### config.mk
export PLATFORM = sky130hd
export DESIGN_NAME = n_queens_solution_enumerator
export DESIGN_NICKNAME = d
export VERILOG_FILES = /design/src/hw/rtl/nq_enum_pkg.sv /design/src/hw/rtl/n_queens_solution_enumerator.sv
export SDC_FILE = /design/constraint.sdc
export NUM_CORES = 1
export LEC_CHECK = 0
export BUFFER_PORTS_ARGS = -buffer_cell sky130_fd_sc_hd__buf_2
export CAP_MARGIN = 20
export CORE_MARGIN = 5
export CORE_UTILIZATION = 64
export DETAILED_ROUTE_END_ITERATION = 8
export MAX_ROUTING_LAYER = met4
export PLACE_DENSITY = 0.89
export SLEW_MARGIN = 20
export SYNTH_ARGS = -nofsm -noshare
export SYNTH_HDL_FRONTEND = slang
export SYNTH_SLANG_ARGS = --single-unit
### constraint.sdc
create_clock -name clk -period 9.2 [get_ports clk]
set_input_delay 0.46 -clock clk [delete_from_list [all_inputs] [get_ports clk]]
set_output_delay 0.46 -clock clk [all_outputs]
set_load 0.05 [all_outputs]
### src/hw/rtl/nq_enum_pkg.sv
// Shared constants for the N-queens solution enumerator.
`timescale 1ns / 1ps

package nq_enum_pkg;

	// Largest board the search storage is built for
	localparam int DefaultMaxSize = 16;
	// Bits of one packed queen row in the result
	localparam int RowBits = 4;
	// Packed row field holds sixteen columns
	localparam int PackedCols = 16;
	localparam int RowsBits = RowBits * PackedCols;
	// Board size register
	localparam int BoardBits = 5;
	localparam logic [BoardBits-1:0] BoardReset = 5'd8;
	// Solution counter, wraps
	localparam int SolBits = 24;
	// Stream widths (whole bytes)
	localparam int InDataBits = 8;
	localparam int OutDataBits = RowsBits + SolBits;

endpackage

### src/hw/rtl/n_queens_solution_enumerator.sv
// Top level: N-queens enumerator with a one-square-per-cycle backtracking sequencer.
//
// Channel  Dir  Signals                              Beat carries
// s_axis   in   tvalid tready tdata[7:0]             restart in bit 0
// m_axis   out  tvalid tready tdata[87:0] tuser      queen_rows, solution_number; found
// cfg      in   cfg_valid cfg_ready cfg_data[4:0]    board_size
//
// Request steps: start, then one per square tested, one per column whose rows
// run out, one per queen lifted and one when the search runs dry, then done.
// Requests after exhaustion and the empty placement go from start straight to done.
// arst_n clears the search and sets board size 8; a board size write clears it too.
// Requests and config are taken only while idle, config only with no request offered.
// A waiting result does not block the next request; the one after holds until it drains.
`timescale 1ns / 1ps

module n_queens_solution_enumerator #(
	parameter int MAX_SIZE = nq_enum_pkg::DefaultMaxSize
) (
	input  logic                                clk,
	input  logic                                arst_n,
	// request stream
	input  logic                                s_axis_tvalid,
	output logic                                s_axis_tready,
	input  logic [nq_enum_pkg::InDataBits-1:0]  s_axis_tdata,  // [0] restart, [7:1] zero
	// result stream
	output logic                                m_axis_tvalid,
	input  logic                                m_axis_tready,
	output logic [nq_enum_pkg::OutDataBits-1:0] m_axis_tdata,  // [63:0] queen_rows,
	                                                           // [87:64] solution_number
	output logic                                m_axis_tuser,  // [0] found
	// board size write
	input  logic                                cfg_valid,
	output logic                                cfg_ready,
	input  logic [nq_enum_pkg::BoardBits-1:0]   cfg_data
);

	localparam int RW = (MAX_SIZE > 1) ? $clog2(MAX_SIZE) : 1;
	localparam int RV = 1 << RW;
	localparam int CW = $clog2(MAX_SIZE + 1);
	localparam int XW = $clog2(2 * MAX_SIZE);
	localparam int XV = 1 << XW;
	localparam int QB = nq_enum_pkg::RowBits;

	typedef enum logic [4:0] {
		ST_IDLE   = 5'b00001,
		ST_START  = 5'b00010,
		ST_SEARCH = 5'b00100,
		ST_BACK   = 5'b01000,
		ST_DONE   = 5'b10000
	} state_t;

	state_t                             state_q;
	logic [nq_enum_pkg::BoardBits-1:0]  board_q;
	logic [QB-1:0]                      roq_q [RV];
	logic [RV-1:0]                      row_taken_q;
	logic [XV-1:0]                      rise_q;
	logic [XV-1:0]                      fall_q;
	logic [CW-1:0]                      col_q;
	logic [CW-1:0]                      row_q;
	logic                               exh_q;
	logic                               found_q;
	logic [nq_enum_pkg::SolBits-1:0]    sol_q;
	logic                               m_vld_q;
	logic [nq_enum_pkg::RowsBits-1:0]   m_rows_q;
	logic [nq_enum_pkg::SolBits-1:0]    m_num_q;
	logic                               m_found_q;

	logic                               in_acc;
	logic                               cfg_acc;
	logic                               out_load;
	logic [CW-1:0]                      n;
	logic [CW-1:0]                      col_m;
	logic [QB-1:0]                      roq_rd;
	logic [CW-1:0]                      sel_col;
	logic [CW-1:0]                      sel_row;
	logic [XW-1:0]                      rise_idx;
	logic [XW-1:0]                      fall_idx;
	logic [RV-1:0]                      row_bit;
	logic [XV-1:0]                      rise_bit;
	logic [XV-1:0]                      fall_bit;
	logic                               sq_free;
	logic                               place;
	logic [nq_enum_pkg::RowsBits-1:0]   packed_rows;

	// Handshakes; hold config off while a request is offered
	assign s_axis_tready = (state_q == ST_IDLE);
	assign cfg_ready     = (state_q == ST_IDLE) && !s_axis_tvalid;
	assign in_acc        = s_axis_tvalid && s_axis_tready;
	assign cfg_acc       = cfg_valid && cfg_ready;
	assign out_load      = (state_q == ST_DONE) && (!m_vld_q || m_axis_tready);

	// Clamp the board size to the built storage
	assign n = (board_q > nq_enum_pkg::BoardBits'(MAX_SIZE)) ? CW'(MAX_SIZE) : CW'(board_q);

	// Square under test: current square while searching, last queen while backing up
	assign col_m   = col_q - CW'(1);
	assign roq_rd  = roq_q[col_m[RW-1:0]];
	assign sel_col = (state_q == ST_BACK) ? col_m : col_q;
	assign sel_row = (state_q == ST_BACK) ? CW'(roq_rd) : row_q;

	// Shared occupancy unit: diagonal indices and one-hot masks
	assign rise_idx = XW'(sel_row) + XW'(sel_col);
	assign fall_idx = XW'(n) + XW'(sel_col) - XW'(1) - XW'(sel_row);
	assign row_bit  = RV'(1) << sel_row[RW-1:0];
	assign rise_bit = XV'(1) << rise_idx;
	assign fall_bit = XV'(1) << fall_idx;
	assign sq_free  = !row_taken_q[sel_row[RW-1:0]] && !rise_q[rise_idx] && !fall_q[fall_idx];
	assign place    = (state_q == ST_SEARCH) && (row_q < n) && sq_free;

	// Pack the placed rows, columns beyond the board read zero
	for (genvar c = 0; c < nq_enum_pkg::PackedCols; c++) begin : g_pack
		if (c < MAX_SIZE) begin : g_live
			assign packed_rows[c*QB +: QB] = (CW'(c) < n) ? roq_q[c] : '0;
		end else begin : g_dead
			assign packed_rows[c*QB +: QB] = '0;
		end
	end

	// Queen row store, written on each placement
	always_ff @(posedge clk) begin
		if (place) begin
			roq_q[col_q[RW-1:0]] <= QB'(row_q);
		end
	end

	// Search sequencer
	always_ff @(posedge clk or negedge arst_n) begin
		if (!arst_n) begin
			state_q     <= ST_IDLE;
			board_q     <= nq_enum_pkg::BoardReset;
			row_taken_q <= '0;
			rise_q      <= '0;
			fall_q      <= '0;
			col_q       <= '0;
			row_q       <= '0;
			exh_q       <= 1'b0;
			found_q     <= 1'b0;
			sol_q       <= '0;
		end else begin
			case (state_q)
				ST_IDLE: begin
					if (cfg_acc || (in_acc && s_axis_tdata[0])) begin
						row_taken_q <= '0;
						rise_q      <= '0;
						fall_q      <= '0;
						col_q       <= '0;
						exh_q       <= 1'b0;
						sol_q       <= '0;
					end
					if (cfg_acc) begin
						board_q <= cfg_data;
					end else if (in_acc) begin
						state_q <= ST_START;
					end
				end
				ST_START: begin
					if (exh_q) begin
						found_q <= 1'b0;
						state_q <= ST_DONE;
					end else if (col_q >= n) begin
						if ((sol_q == '0) && (n == '0)) begin
							// empty board: the empty placement once
							found_q <= 1'b1;
							state_q <= ST_DONE;
						end else begin
							col_q   <= n;
							state_q <= ST_BACK;
						end
					end else begin
						row_q   <= '0;
						state_q <= ST_SEARCH;
					end
				end
				ST_SEARCH: begin
					if (row_q < n) begin
						if (sq_free) begin
							row_taken_q <= row_taken_q | row_bit;
							rise_q      <= rise_q | rise_bit;
							fall_q      <= fall_q | fall_bit;
							col_q       <= col_q + CW'(1);
							row_q       <= '0;
							if (col_q + CW'(1) == n) begin
								found_q <= 1'b1;
								state_q <= ST_DONE;
							end
						end else begin
							row_q <= row_q + CW'(1);
						end
					end else begin
						state_q <= ST_BACK;
					end
				end
				ST_BACK: begin
					if (col_q == '0) begin
						found_q <= 1'b0;
						state_q <= ST_DONE;
					end else begin
						// lift the last queen and resume one row below it
						row_taken_q <= row_taken_q & ~row_bit;
						rise_q      <= rise_q & ~rise_bit;
						fall_q      <= fall_q & ~fall_bit;
						col_q       <= col_m;
						row_q       <= CW'(roq_rd) + CW'(1);
						state_q     <= ST_SEARCH;
					end
				end
				ST_DONE: begin
					if (out_load) begin
						state_q <= ST_IDLE;
						if (found_q) begin
							sol_q <= sol_q + nq_enum_pkg::SolBits'(1);
						end else begin
							exh_q <= 1'b1;
							col_q <= '0;
						end
					end
				end
				default: begin
					state_q <= ST_IDLE;
				end
			endcase
		end
	end

	// Output valid
	always_ff @(posedge clk or negedge arst_n) begin
		if (!arst_n) begin
			m_vld_q <= 1'b0;
		end else if (out_load) begin
			m_vld_q <= 1'b1;
		end else if (m_axis_tready) begin
			m_vld_q <= 1'b0;
		end
	end

	// Output payload
	always_ff @(posedge clk) begin
		if (out_load) begin
			m_rows_q  <= found_q ? packed_rows : '0;
			m_num_q   <= found_q ? sol_q + nq_enum_pkg::SolBits'(1) : sol_q;
			m_found_q <= found_q;
		end
	end

	assign m_axis_tvalid = m_vld_q;
	assign m_axis_tdata  = {m_num_q, m_rows_q};
	assign m_axis_tuser  = m_found_q;

	// Each placed column holds exactly one row and one rising diagonal
	a_rows_match_cols: assert property (@(posedge clk) disable iff (!arst_n)
		$countones(row_taken_q) == int'(col_q))
		else $error("row occupancy does not match placed columns");

	a_rise_match_cols: assert property (@(posedge clk) disable iff (!arst_n)
		$countones(rise_q) == int'(col_q))
		else $error("diagonal occupancy does not match placed columns");

	// An exhausted search keeps no placed columns
	a_exh_empty: assert property (@(posedge clk) disable iff (!arst_n)
		exh_q |-> (col_q == '0))
		else $error("exhausted search still holds queens");

	// Searching stays inside the board
	a_search_in_board: assert property (@(posedge clk) disable iff (!arst_n)
		(state_q == ST_SEARCH) |-> (col_q < n))
		else $error("search column beyond board");

	// A taken request closes the input until its result is formed
	a_busy_after_accept: assert property (@(posedge clk) disable iff (!arst_n)
		in_acc |=> !s_axis_tready)
		else $error("request taken while busy");

endmodule

==> run summary <==
Critical-path cell list: buf_4 -> clkinv_1 -> ha_1 -> xnor2_2 -> mux4_2 -> a31oi_1 -> nand2_1 -> inv_1 -> fa_1 -> inv_1 -> fa_1 -> xor2_1 -> mux4_2 -> mux2i_1 -> o311a_1 -> and4_1 -> buf_4 -> nand3_1 -> nor2_1
Final Power: 5.46 mW
H-Tree Depth: 1
#FFs+latches synth: 280
Worst Setup End Kind: flop
Num rows: 54
Clk buf depth: 3
Cell Pwr Density: 340 mW/mm²
RSZ-0062 raised after global routing: no
Max Clk Rate: 0.129 GHz
Worst-Margin Slew: 0.990 ns
Latest clock arrival within the worst-skew pair: 0.55 ns
Min Tclk post-route: 7.75 ns
Syn_area_per_cell: 11.1 µm²
Critical Path RT: 9.40 ns
ANT nets after route: 0
Setup CP Type: reg -> reg
Clock sink count: 280
Synth cell types: 68
Dpl hpwl: 22900 µm
Final Instance Area: 0.0160 mm²
1st-pass router iterations: 7
Max Transition Viols Final: 0
Sum of buffers and inverters on the critical path: 5
Slew HR: 0.340
Final setup viols: 0
Critical Path AT: 7.95 ns
TritonCTS clock tree: built
GRT Util Overall: 0.286
Reg clk slew, reported paths: 0.06 ns
Area grow syn2layout: 11.9%
Setup bufs post-CTS: 0
Vias: 11200
Synthesized area: 0.0143 mm²
Drt wl/cell: 21.6 µm
Layout Nets: 1414
Grt met3 use: 0.0490
DR iter-0 viols: 1536
Total of max-cap violations: 0
Synth top area share: 0.320
GR Layer Usage met2: 0.467
GR Overflow Total: 0
Synth area leaders: edfxtp_1, dfrtp_1, o21ai_0
Fin. Hold Viols: 7
Final core utilization: 0.730
Status: finished, violations left
Max stage delay on crit path: 0.64 ns
Initial core utilization: 0.653
Maximum net fanout on the critical path: 13
# IOs: 110
Max rail drop VDD: 0.000271 V
Largest net degree at the start of global routing: 83
First-pass GRT wire length: 58400 µm
Residual DRC count: 0
Die ar.: 0.0255 mm²
Met1 GRT Util: 0.371
Final wirelength: 36000 µm
CP startpoint kind: flop
Syn_nets: 1344
Port Buf Inserts: 102
Vias in the first global route: 10900
GRT busiest layer: met2
Via/cell ratio: 6.74
Leading area contributor after synthesis: edfxtp_1
Die X: 160 µm
Post-synth EDFFs: 153
Sequential-to-total area share from yosys stat: 0.542
Clock Tree Root: clkbuf_16
Resized cells post-CTS: 0
Fin crit share: 0.842
P_leak: 6.53 nW
Failing checks: negative hold slack
Layout cell share with drive strength beyond 1: 0.160
Hold slack: -0.00757 ns
Initial antenna violation count: 0
Clock skew: 0.0229 ns
Diode count: 0
Global placement routability congestion: 0.952
Crit-path leading delay family: multiplexers
Die Ht: 160 µm
Core area: 0.0220 mm²
Prevailing post-synth register cell: edfxtp_1
Setup TNS: 0 ns
Num CTS Buffers: 28
Slowest cell on the critical path: xnor2_2
Hold_buf cts: 0
Cells after synthesis: 1294
HP Class: in -> async
Synth warnings: 0
Async set-reset flop share out of synthesis: 0.454
DP Area: 0.0150 mm²
power breakdown:
| group | switching, mW | internal, mW | leakage (nW) |
|---|---|---|---|
| Clock | 0.495 | 0.774 | 0.503 |
| Combinational | 1.80 | 0.826 | 2.89 |
| Sequential | 0.108 | 1.45 | 3.14 |
| Total | 2.40 | 3.05 | 6.53 |
cell families after synthesis:
family | synth area share
compound gates | 0.142
xor+xnor | 0.0305
fa+ha+maj | 0.0318
buf+inv | 0.0308
flops | 0.542
mux | 0.0778
simple gates | 0.145
routing by layer:
metal,up-vias,routed length [µm]
met5,-,0
met1,5486,13600
li1,4940,-
met4,0,1060
met2,691,18000
met3,113,3370
cells in the mapped netlist (3+ instances only):
master     count
a211oi_1       8
a21boi_0       4
a21o_1        14
a21oi_1       70
a22o_1        16
a31oi_1        3
and2_1        57
and3_1        23
and4_1         5
buf_1          6
buf_2          7
buf_4          3
buf_6          3
clkbuf_1      56
dfrtp_1      125
edfxtp_1     153
fa_1           6
ha_1          26
inv_1         27
mux2_2         9
mux2i_1       27
mux4_2        33
nand2_1      124
nand2b_1       6
nand3_1       40
nand3b_1       3
nand4_1       37
nor2_1        86
nor2b_1       13
nor3_1         8
nor4_1         7
o2111ai_1      4
o21a_1         3
o21ai_0      155
o31ai_1       22
o41ai_1       16
or3_1          3
xnor2_1       28
xor2_1        20
final timing paths:
kind,start,end,slack (ns),cells after the start
max,col_q[0],roq_q[10][0],1.45,19
min,arst_n,state_q[1],-0.008,1
max reg2reg,col_q[0],roq_q[10][0],1.45,19
min reg2reg,fall_q[27],fall_q[27],0.48,2
max in group asynchronous,arst_n,fall_q[23],7.77,2
min in group clk,cfg_data[2],board_q[2],0.17,2
through the flow:
step / instances / setup WS (ns)
finish: 1666 / 1.45
global route: 1666 / 1.05
CTS: 1666 / 1.56
detailed placement: 1614 / 1.62
global placement: 1614 / 1.85
floorplan: 1294 / 2.93
sequential cells by signal (all words and copies together), names as in the netlist, 5 cells and up:
register / count
board_q: 5
fall_q: 32
m_rows_q: 64
m_num_q: 24
row_q: 5
sol_q: 24
col_q: 5
row_taken_q: 16
state_q: 5
roq_q: 64
rise_q: 32
layout by cell type, fill, tap and decap left out, drive strengths merged, types with 37 or more instances in the layout:
cell type	count
nand3	40
and2	58
nand4	37
nor2	87
a21oi	70
buf	116
edfxtp	153
o21ai	155
nand2	124
dfrtp	125
worst reg2reg max path: stages, from the launching register on:
cell and delay (ns):
dfrtp_1 0.32, buf_4 0.23, clkinv_1 0.46, ha_1 0.50, xnor2_2 0.64, mux4_2 0.64
a31oi_1 0.36, nand2_1 0.24, inv_1 0.41, fa_1 0.49, inv_1 0.13, fa_1 0.25
xor2_1 0.55, mux4_2 0.60, mux2i_1 0.23, o311a_1 0.23, and4_1 0.18, buf_4 0.21
nand3_1 0.28, nor2_1 0.45
area by class of cell:
cell class                      instances  area, µm²
Clock buffer                           32        736
Timing Repair Buffer                  116        618
Sequential cell                       280       7770
Tap cell                              280        350
Fill cell                            1348       5920
Clock inverter                         20        300
Multi-Input combinational cell        908       6140
Inverter                               30        115
Power figures use the tool's default switching activity.
